--- src/rtl/xad_pkg.sv ---
// Shared types, constants and coefficient tables for the frame ADPCM decoder.
package xad_pkg;

  localparam int SAMPLE_W = 16;
  localparam int TAP_W    = 10;
  localparam int ACC_W    = 28;
  localparam int OFFSET_W = 6;
  localparam int FRAC_W   = 8;
  localparam int CFG_W    = 24;

  localparam logic [7:0]          RAW_MARK   = 8'hEE;
  localparam logic [OFFSET_W-1:0] CODED_LAST = 6'd14;
  localparam logic [OFFSET_W-1:0] RAW_LAST   = 6'd60;
  localparam logic [OFFSET_W-1:0] SEED_ONE   = 6'd2;
  localparam logic [OFFSET_W-1:0] SEED_TWO   = 6'd4;
  localparam logic [4:0]          SHIFT_BASE = 5'd20;
  localparam logic [7:0]          ROUND_BIAS = 8'h80;
  localparam logic signed [SAMPLE_W-1:0] SAT_MAX = 16'sh7FFF;
  localparam logic signed [SAMPLE_W-1:0] SAT_MIN = 16'sh8000;

  typedef struct packed {
    logic [7:0] stream_byte;
    logic       stream_start;
  } in_word_t;

  typedef struct packed {
    logic signed [SAMPLE_W-1:0] sample;
    logic                       last_sample;
  } out_word_t;

  typedef struct packed {
    logic load;
    logic accumulate;
  } mac_ctrl_t;

  function automatic logic signed [TAP_W-1:0] tap_one(input logic [1:0] sel);
    logic signed [TAP_W-1:0] t;
    unique case (sel)
      2'd0: t = 10'sd0;
      2'd1: t = 10'sd240;
      2'd2: t = 10'sd460;
      default: t = 10'sd392;
    endcase
    return t;
  endfunction

  function automatic logic signed [TAP_W-1:0] tap_two(input logic [1:0] sel);
    logic signed [TAP_W-1:0] t;
    unique case (sel)
      2'd0: t = 10'sd0;
      2'd1: t = 10'sd0;
      2'd2: t = -10'sd208;
      default: t = -10'sd220;
    endcase
    return t;
  endfunction

endpackage

--- src/rtl/xad_mac.sv ---
// Shared multiply-accumulate unit used for both predictor taps.
module xad_mac (
  input  logic                                     clk,
  input  xad_pkg::mac_ctrl_t                       ctrl,
  input  logic signed [xad_pkg::SAMPLE_W-1:0]      mul_a,
  input  logic signed [xad_pkg::TAP_W-1:0]         mul_b,
  input  logic signed [xad_pkg::ACC_W-1:0]         addend,
  output logic signed [xad_pkg::ACC_W-1:0]         acc
);
  import xad_pkg::*;

  logic signed [SAMPLE_W+TAP_W-1:0] product;
  logic signed [ACC_W-1:0]          product_ext;

  assign product     = mul_a * mul_b;
  assign product_ext = ACC_W'(product);

  always_ff @(posedge clk) begin
    if (ctrl.load) begin
      acc <= addend + product_ext;
    end else if (ctrl.accumulate) begin
      acc <= acc + product_ext;
    end
  end

endmodule

--- src/rtl/xa_adpcm_frame_decoder_top.sv ---
// Top level of the frame ADPCM decoder: byte parser, sequencer and output register.
//
//   channel  signals                       direction  carries
//   in       in_valid, in_stall, in_word   into block one stream byte and start mark
//   out      out_valid, out_stall, out_word out        one PCM sample and last mark
//   cfg      cfg_valid, cfg_ready, cfg_data into block sample count
//
// A header, reseed or raw high byte is handled in its accepting cycle; a raw sample's
// low byte then goes to the output step. Each nibble of a coded data byte passes
// through the shared multiplier (first tap, second tap, saturate, output); the output
// step waits while the output register is held and a sample is still due.
// Synchronous reset clears all but the data registers; no clearing pass is needed.
// The input is stalled while a byte is being worked on, and the output register
// accepts a new word in the cycle its old word is taken.
module xa_adpcm_frame_decoder_top #(
  parameter int COUNT_BITS = 24
) (
  input  logic                        clk,
  input  logic                        rst,
  input  logic                        in_valid,
  output logic                        in_stall,
  input  xad_pkg::in_word_t           in_word,
  output logic                        out_valid,
  input  logic                        out_stall,
  output xad_pkg::out_word_t          out_word,
  input  logic                        cfg_valid,
  output logic                        cfg_ready,
  input  logic [xad_pkg::CFG_W-1:0]   cfg_data
);
  import xad_pkg::*;

  localparam int CMP_W = (COUNT_BITS > CFG_W) ? COUNT_BITS : CFG_W;

  typedef enum logic [4:0] {
    S_IDLE = 5'b00001,
    S_TAP1 = 5'b00010,
    S_TAP2 = 5'b00100,
    S_SAT  = 5'b01000,
    S_OUT  = 5'b10000
  } state_t;

  state_t                     state;
  logic [CFG_W-1:0]           count_target;
  logic [OFFSET_W-1:0]        frame_offset;
  logic                       raw_frame;
  logic [1:0]                 coef_select;
  logic [4:0]                 shift_amount;
  logic signed [SAMPLE_W-1:0] history_one;
  logic signed [SAMPLE_W-1:0] history_two;
  logic [7:0]                 held_high_byte;
  logic [COUNT_BITS-1:0]      samples_done;
  logic [7:0]                 cur_byte;
  logic                       low_nibble;
  logic signed [SAMPLE_W-1:0] result;

  logic                       in_accept;
  logic                       out_free;
  logic                       out_load;
  logic [OFFSET_W-1:0]        offset_eff;
  logic [3:0]                 nibble;
  logic signed [ACC_W-1:0]    nib_term;
  logic signed [ACC_W-1:0]    addend;
  logic signed [SAMPLE_W-1:0] mul_a;
  logic signed [TAP_W-1:0]    mul_b;
  logic signed [ACC_W-1:0]    acc;
  mac_ctrl_t                  mac_ctrl;
  logic signed [ACC_W-FRAC_W-1:0] scaled;
  logic signed [SAMPLE_W-1:0] sat_value;
  logic signed [SAMPLE_W-1:0] byte_word;
  logic                       count_full;
  logic                       can_emit;
  logic [COUNT_BITS-1:0]      samples_inc;
  logic                       is_last;

  assign in_stall  = (state != S_IDLE);
  assign in_accept = in_valid && !in_stall;
  assign cfg_ready = 1'b1;

  assign offset_eff = in_word.stream_start ? '0 : frame_offset;
  assign byte_word  = {held_high_byte, in_word.stream_byte};

  assign nibble   = low_nibble ? cur_byte[3:0] : cur_byte[7:4];
  assign nib_term = ACC_W'($signed(nibble)) <<< shift_amount;
  assign addend   = nib_term + ACC_W'($signed({1'b0, ROUND_BIAS}));

  always_comb begin
    mac_ctrl.load       = (state == S_TAP1);
    mac_ctrl.accumulate = (state == S_TAP2);
    if (state == S_TAP2) begin
      mul_a = history_two;
      mul_b = tap_two(coef_select);
    end else begin
      mul_a = history_one;
      mul_b = tap_one(coef_select);
    end
  end

  xad_mac u_mac (
    .clk    (clk),
    .ctrl   (mac_ctrl),
    .mul_a  (mul_a),
    .mul_b  (mul_b),
    .addend (addend),
    .acc    (acc)
  );

  assign scaled = acc[ACC_W-1:FRAC_W];

  always_comb begin
    priority if (scaled > ($bits(scaled))'(SAT_MAX)) begin
      sat_value = SAT_MAX;
    end else if (scaled < ($bits(scaled))'(SAT_MIN)) begin
      sat_value = SAT_MIN;
    end else begin
      sat_value = scaled[SAMPLE_W-1:0];
    end
  end

  assign count_full  = &samples_done;
  assign can_emit    = !count_full && (CMP_W'(samples_done) < CMP_W'(count_target));
  assign samples_inc = samples_done + COUNT_BITS'(1);
  assign is_last     = (CMP_W'(samples_inc) == CMP_W'(count_target));
  assign out_free    = !out_valid || !out_stall;
  assign out_load    = (state == S_OUT) && can_emit && out_free;

  always_ff @(posedge clk) begin
    if (rst) begin
      count_target <= '0;
    end else if (cfg_valid && cfg_ready) begin
      count_target <= cfg_data;
    end
  end

  always_ff @(posedge clk) begin
    if (rst) begin
      out_valid <= 1'b0;
    end else if (out_load) begin
      out_valid <= 1'b1;
    end else if (!out_stall) begin
      out_valid <= 1'b0;
    end
  end

  always_ff @(posedge clk) begin
    if (out_load) begin
      out_word.sample      <= result;
      out_word.last_sample <= is_last;
    end
  end

  always_ff @(posedge clk) begin
    if (rst) begin
      state          <= S_IDLE;
      frame_offset   <= '0;
      raw_frame      <= 1'b0;
      coef_select    <= '0;
      shift_amount   <= '0;
      history_one    <= '0;
      history_two    <= '0;
      held_high_byte <= '0;
      samples_done   <= '0;
      low_nibble     <= 1'b0;
    end else begin
      unique case (state)
        S_IDLE: begin
          if (in_accept) begin
            cur_byte   <= in_word.stream_byte;
            low_nibble <= 1'b0;
            if (in_word.stream_start) begin
              history_one  <= '0;
              history_two  <= '0;
              samples_done <= '0;
            end
            if (offset_eff == '0) begin
              frame_offset <= OFFSET_W'(1);
              if (in_word.stream_byte == RAW_MARK) begin
                raw_frame <= 1'b1;
              end else begin
                raw_frame    <= 1'b0;
                coef_select  <= in_word.stream_byte[5:4];
                shift_amount <= SHIFT_BASE - {1'b0, in_word.stream_byte[3:0]};
              end
            end else if (!raw_frame) begin
              frame_offset <= (offset_eff >= CODED_LAST) ? '0 : offset_eff + OFFSET_W'(1);
              state        <= S_TAP1;
            end else begin
              frame_offset <= (offset_eff >= RAW_LAST) ? '0 : offset_eff + OFFSET_W'(1);
              priority if (offset_eff[0]) begin
                held_high_byte <= in_word.stream_byte;
              end else if (offset_eff == SEED_ONE) begin
                history_one <= byte_word;
              end else if (offset_eff == SEED_TWO) begin
                history_two <= byte_word;
              end else begin
                result     <= byte_word;
                low_nibble <= 1'b1;
                state      <= S_OUT;
              end
            end
          end
        end
        S_TAP1: begin
          state <= S_TAP2;
        end
        S_TAP2: begin
          state <= S_SAT;
        end
        S_SAT: begin
          result      <= sat_value;
          history_two <= history_one;
          history_one <= sat_value;
          state       <= S_OUT;
        end
        S_OUT: begin
          if (!can_emit || out_free) begin
            if (out_load) begin
              samples_done <= samples_inc;
            end
            if (low_nibble) begin
              state <= S_IDLE;
            end else begin
              low_nibble <= 1'b1;
              state      <= S_TAP1;
            end
          end
        end
        default: begin
          state <= S_IDLE;
        end
      endcase
    end
  end

`ifndef SYNTHESIS
  a_count_step: assert property (@(posedge clk) disable iff (rst)
    samples_done != $past(samples_done) |->
      samples_done == $past(samples_done) + COUNT_BITS'(1) || samples_done == '0)
    else $error("sample counter moved by more than one");

  a_load_not_full: assert property (@(posedge clk) disable iff (rst)
    out_load |-> !count_full && state == S_OUT)
    else $error("output word loaded with the counter at its limit");

  a_out_wait: assert property (@(posedge clk) disable iff (rst)
    state == S_OUT && can_emit && out_valid && out_stall |=> state == S_OUT)
    else $error("sequencer left the output step while a sample was blocked");

  a_busy_no_accept: assert property (@(posedge clk) disable iff (rst)
    state == S_TAP1 |=> state == S_TAP2 && $stable(cur_byte))
    else $error("byte changed during predictor sequence");
`endif

endmodule
--- config.mk ---
export PLATFORM = sky130hd
export DESIGN_NAME = xa_adpcm_frame_decoder_top
export DESIGN_NICKNAME = d
export VERILOG_FILES = /design/src/rtl/xad_pkg.sv /design/src/rtl/xad_mac.sv /design/src/rtl/xa_adpcm_frame_decoder_top.sv
export SDC_FILE = /design/constraint.sdc
export NUM_CORES = 1
export LEC_CHECK = 0
export ABC_AREA = 1
export BUFFER_PORTS_ARGS = -buffer_cell sky130_fd_sc_hd__buf_2
export CORE_MARGIN = 3
export CORE_UTILIZATION = 40
export DETAILED_ROUTE_END_ITERATION = 6
export MAX_ROUTING_LAYER = met4
export PLACE_DENSITY = 0.54
export SETUP_SLACK_MARGIN = 0.1
export SLEW_MARGIN = 20
export SYNTH_ARGS = -nofsm -noshare
export SYNTH_HDL_FRONTEND = slang
export SYNTH_SLANG_ARGS = --single-unit
--- constraint.sdc ---
create_clock -name clk -period 8.4 [get_ports clk]
set_clock_uncertainty 0.15 [all_clocks]
set_input_delay 1.26 -clock clk [delete_from_list [all_inputs] [get_ports clk]]
set_output_delay 1.26 -clock clk [all_outputs]
set_load 0.01 [all_outputs]
# After elaboration in Yosys (flattened, before gate mapping)
# Index checks and enable logic that the tools add are counted.
totals:
  reg_bits: 178
  word_cells: 147
  input_bits: 38
  output_inout_bits: 20
op_classes:
  n_eq_ne: 25
  n_reduce_logical: 28
  addsub: 6
  multipliers: 1
  muxes: 61
  n_bitwise: 3
  magnitude_cmp: 5
  n_shift: 1
ops:
  columns: ["cell", "count"]
  rows:
  - ["2-to-1 mux 16 bit", 22]
  - ["2-to-1 mux 24 bit", 4]
  - ["case mux 16 bit (2 select lines)", 3]
  - ["adder 28 x 26 -> 28 bit", 2]
  - ["2-to-1 mux 28 bit", 2]
  - ["case mux 24 bit (2 select lines)", 1]
  - ["2-to-1 mux 5 bit", 7]
  - ["2-to-1 mux 6 bit", 5]
  - ["adder 28 x 9 -> 28 bit, second input constant", 1]
  - ["<<< shifter 4 x 5 -> 28 bit", 1]
  - ["case mux 9 bit (3 select lines)", 1]
  - ["multiplier 16 x 10 -> 26 bit", 1]
  - ["case mux 5 bit (5 select lines)", 1]
  - ["adder 24 x 1 -> 24 bit, second input constant", 1]
  - ["== test 24 bit", 1]
  - ["less-than comparator 24 bit", 1]
  - ["AND reduction 24 bit", 1]
  - ["greater-than comparator 20 x 16 -> 1 bit, second input constant", 1]
  - ["less-than comparator 20 x 16 -> 1 bit, second input constant", 1]
  - ["case mux 10 bit (2 select lines)", 1]
  - ["!= test 2 bit, second input constant", 8]
  - ["2-to-1 mux 1 bit", 10]
  - ["2-to-1 mux 10 bit", 1]
  - ["AND reduction 5 bit", 2]
  - ["33 further kinds", 51]

# Longest topological paths before layout
logic_depth:
  depth_word: 9
  depth_mapped: 44

# Modules after synthesis
# From an unflattened synthesis, not the netlist that was laid out.
hier_totals:
  hier_cells: 2568
  hier_area_um2: 18293.8
modules_own_cells:
  columns: ["module", "seq_area_each_um2", "cells_each", "area_each_um2", "instances"]
  rows:
  - ["xad_mac", 840.8, 1262, 9201.3, 1]
  - ["xa_adpcm_frame_decoder_top", 3413.3, 1306, 9092.5, 1]

# Least setup slack after synthesis
# OpenSTA, ideal clock, no wires.
synth_timing:
  path_type: "reg-to-reg"
  start: "register coef_select[0]"
  end: "register u_mac.acc[27] in the netlist's numbering (data pin)"
  path_buffers: 1
  synth_period_minus_slack_ns: 7.141
  setup_ns: 0.254
  slack_ns: 1.259
  t_arrival_ns: 6.737
  path_stages_with_launch: 39
  cell_sequence: "dfxtp_1 -> inv_1 -> ha_1 -> nor2_1 -> nor2_2 -> inv_1 -> clkbuf_1 -> nor2_1 -> fa_1 -> fa_1 -> fa_1 -> fa_1 -> fa_1 -> ha_1 -> nand2_1 -> nand2_1 -> nand2_1 -> nand2_1 -> [... 3 more ...] -> inv_1 -> a21oi_1 -> nor2_1 -> nor2_1 -> xor2_1 -> ha_1 -> ha_1 -> nand2_1 -> nor2_1 -> nand2_1 -> nor2_1 -> nand2_1 -> nand3_1 -> nand2_1 -> nand2_1 -> nand3_1 -> nand3_1 -> nand2_1"
synth_via:
  elab_chain_cells: 8
  elab_cells_between_ends: 12
  cone_classes: "2 x add/sub; 1 x mul; 2 x eq/ne; 5 x mux; 2 x reduce/logical"
synth_rtl:
  columns: ["element", "line", "text"]
  rows:
  - ["start: declaration", "xa_adpcm_frame_decoder_top.sv:46", "logic [1:0] coef_select;"]
  - ["start signal: assignment", "xa_adpcm_frame_decoder_top.sv:180", "coef_select <= in_word.stream_byte[5:4];"]
  - ["== test 2 x 1 -> 1 bit / zero test 2 bit (equally long branches)", "xad_pkg.sv:38, xad_pkg.sv:49", null]
  - ["OR reduction 2 bit (no source line)", null, null]
  - ["case mux 10 bit (2 select lines)", "xad_pkg.sv:49", "unique case (sel)"]
  - ["2-to-1 mux 10 bit (*)", "xa_adpcm_frame_decoder_top.sv:89", "if (state == S_TAP2) begin"]
  - ["multiplier 16 x 10 -> 26 bit (*)", "xad_mac.sv:15", "assign product = mul_a * mul_b;"]
  - ["adder 28 x 26 -> 28 bit", "xad_mac.sv:22", "acc <= acc + product_ext;"]
  - ["2-to-1 mux 28 bit", "xad_mac.sv:21", "end else if (ctrl.accumulate) begin"]
  - ["2-to-1 mux 28 bit (*)", "xad_mac.sv:19", "if (ctrl.load) begin"]
  - ["end signal: assignment", "xad_mac.sv:20", "acc <= addend + product_ext;"]
  - ["end signal: assignment", "xad_mac.sv:22", null]
  - ["end: declaration", "xad_mac.sv:8", "output logic signed [xad_pkg::ACC_W-1:0] acc"]
# Mark *: on every way between the ends. The rest lies on a longest branch, timed or not. The select of a mux whose other input is x is not followed.
# A chain may end at the register's enable or synchronous reset.

# Worst setup path after layout
layout_timing:
  start: "register coef_select[0]"
  end: "register u_mac.acc[24] in the netlist's numbering (data pin)"
# The elaborated chain is that of the path after synthesis.

==> run metrics <==
syn_area_per_cell=7.09 µm²; IO Pins=58; H-tree depth=4; DR pass1 iterations=5; clk buf depth=2; height of the die=approximately 220 µm; first-pass GRT wire length=between 80 and 90 mm; Slew Viols, Final=0; GR Util All Layers=0.249; Worst EP arrival=around 7900 ps; Hold Path Class=reg2reg; CP max stage delay=560 ps; RR Startpoint=coef_select[0]$_SDFFE_PP0P_; multi-input logic area=approximately 0.012 mm²; register area share after synthesis=0.237; Final Hold Fails=0; post-layout util=0.446; clk slew on worst S/H paths=~90 ps; Area Overhead vs Synth=9.30%; Routed Antenna Nets=0; post-DP HPWL=approximately 45 mm; number of CTS-inserted buffers=17; Startpoint Class=register; Port Buffers=56; Filler cells=about 4600; cell mode on critical path=nand2_1; Tcrit/Tclk final=0.932; largest cells by area after synthesis=dfxtp_1 12%, ha_1 12%, fa_1 12%; Max Cap Viol=0; cell taking the most area after synthesis=dfxtp_1; CP required=8470 ps; DR iter-0 viols=approximately 1300; gpl congestion=approximately 1; WL per Instance=~18 µm; area fraction of the dominant cell type after synthesis=0.123; flops & latches, synth=roughly 180; Starting Density=0.408; Register Area=about 0.0042 mm²; synthesized area=between 0.015 and 0.02 mm²; grt total ovfl=0; layout cells sized above 1=0.0730; DR vias/cell=5.31; CP Class=reg2reg; Nets=roughly 2900; CP max stage cell=fa_1; kind of end point of the critical path=register; critical path startpoint=coef_select[0]$_SDFFE_PP0P_; Max VDD drop=between 0.0003 and 0.0004 V; R2R depth=33; WHS Path Cells=0; status=complete, no violations; worst-margin pin slew=between 900 and 1000 ps; Max Fclk=~0.13 GHz; # setup viols final=0; # clock sinks=between 150 and 200; Pwr Total=about 5.2 mW; syn nets=between 2000 and 3000; final WL=roughly 56 mm; # diodes=0; clk root buf=clkbuf_16; CTS tree=built; minimum clock period after layout=7830 ps; synth warn=0; Slew headroom=0.368; DR vias=16637; initial antenna violation count=1; Hold Path Origin=result[1]$_DFFE_PP_; Post-Place Cells=between 3000 and 4000; commonest non-fill, non-tap cell in the layout=nand2_1; power per cell area=roughly 270 mW/mm²; Setup TNS=0 ps; DRC=0; Worst-Skew Late Latency=about 480 ps; Core Footprint=around 0.043 mm²; die area=between 0.04 and 0.05 mm²; vias in the first global route=around 16000; largest net degree at the start of global routing=93; Worst Path Max Fanout=6; Leak Pwr=slightly above 9 nW; Yosys cell types=51; die width=around 220 µm; RSZ-0062 raised after global routing=true; most frequent cells in the layout=472 x nand2_1, 366 x inv_1, 309 x nor2_1; final std cells w/o fill=roughly 3100; Cell Rows=76; Post-Syn Instances=between 2000 and 2500
==> Yosys cell counts, drive strengths merged <==
cell type and n:
a211oi 4, a21boi 2, a21o 2, a21oi 208
a221oi 2, a31oi 22, a32o 1, and2 3
and3 2, buf 26, clkbuf 48, conb 1
dfxtp 109, edfxtp 67, fa 106, ha 172
inv 376, nand2 478, nand3 166, nand3b 6
nand4 32, nor2 326, nor3 30, nor3b 3
nor4 3, o2111ai 1, o211ai 9, o21a 5
o21ai 212, o21bai 11, o22ai 3, o31ai 2
or2 13, xnor2 11, xor2 36
==> layer usage <==
metal / vias to the layer above / GRT usage / share of wire
met5: - / - / 0
met4: 0 / 0.0744 / 0.026
met3: 76 / 0.0533 / 0.069
met2: 495 / 0.362 / 0.42
met1: 7846 / 0.348 / 0.48
li1: 8220 / - / -
==> kinds of logic after synthesis <==
group / share of synthesized area
AOI/OAI and AO/OA: 0.145
xor gates and xnor gates: 0.0233
adders and majority gates: 0.241
buffers and inverters: 0.0983
DFF: 0.237
other: 0.000212
and+or+nand+nor: 0.255
==> power breakdown <==
| group | total (mW) | switching [mW] | internal (mW) |
|---|---|---|---|
| Clock | 0.852 | 0.403 | 0.449 |
| Sequential | 1.26 | 0.177 | 1.08 |
| Combinational | 3.08 | 2.07 | 1.02 |
| Total | 5.19 | 2.65 | 2.55 |
==> repair_timing <==
action	CTS	global route
gates cloned	0	0
setup buffers	2	6
gates resized for setup	0	26
pin swaps	1	2
hold buffers	0	0
setup endpoints to repair	4	13
==> registers in the layout, indices dropped and copies added (netlist names) <==
name and cells:
u_mac.acc 26, result 16, samples_done 24, shift_amount 5, out_valid 1, count_target 24
raw_frame 1, coef_select 2, history_two 16, frame_offset 6, state 5, out_word 17
cur_byte 8, held_high_byte 8, history_one 16, low_nibble 1
==> final timing paths <==
path	end	slack, ps
min reg2reg	out_word[2]$_DFFE_PP_	270
max	u_mac.acc[24]$_DFFE_PP_	570
max reg2reg	u_mac.acc[24]$_DFFE_PP_	570
min	out_word[2]$_DFFE_PP_	270
==> area by class of cell <==
type	instances	area share
clock inverters	14	0.00893
inverters	376	0.0732
flip-flops and latches	176	0.217
well taps	585	0.0378
repair buffers	91	0.0287
multi-input cells	1872	0.612
clock buffers	18	0.0222
==> worst max-delay path: cells and delay by family (launching register included) <==
family                     cells  cell delay (ps)
xor gates and xnor gates       1              360
DFF                            1              340
and+or+nand+nor               13             1370
adders and majority gates      9             3820
buffers and inverters          4              400
AOI/OAI and AO/OA              6             1100
==> per-stage QoR <==
stage | instance area (µm²) | hold WS, ps | worst slack, ps
floorplan | 17700 | 250 | 1260
global route | 19300 | 273 | 51.9
CTS | 19200 | 270 | 261
global placement | 18600 | 251 | 166
detailed placement | 18600 | 255 | 40.6
finish | 19300 | 269 | 571
No activity file was read; power rests on OpenSTA's default activity.
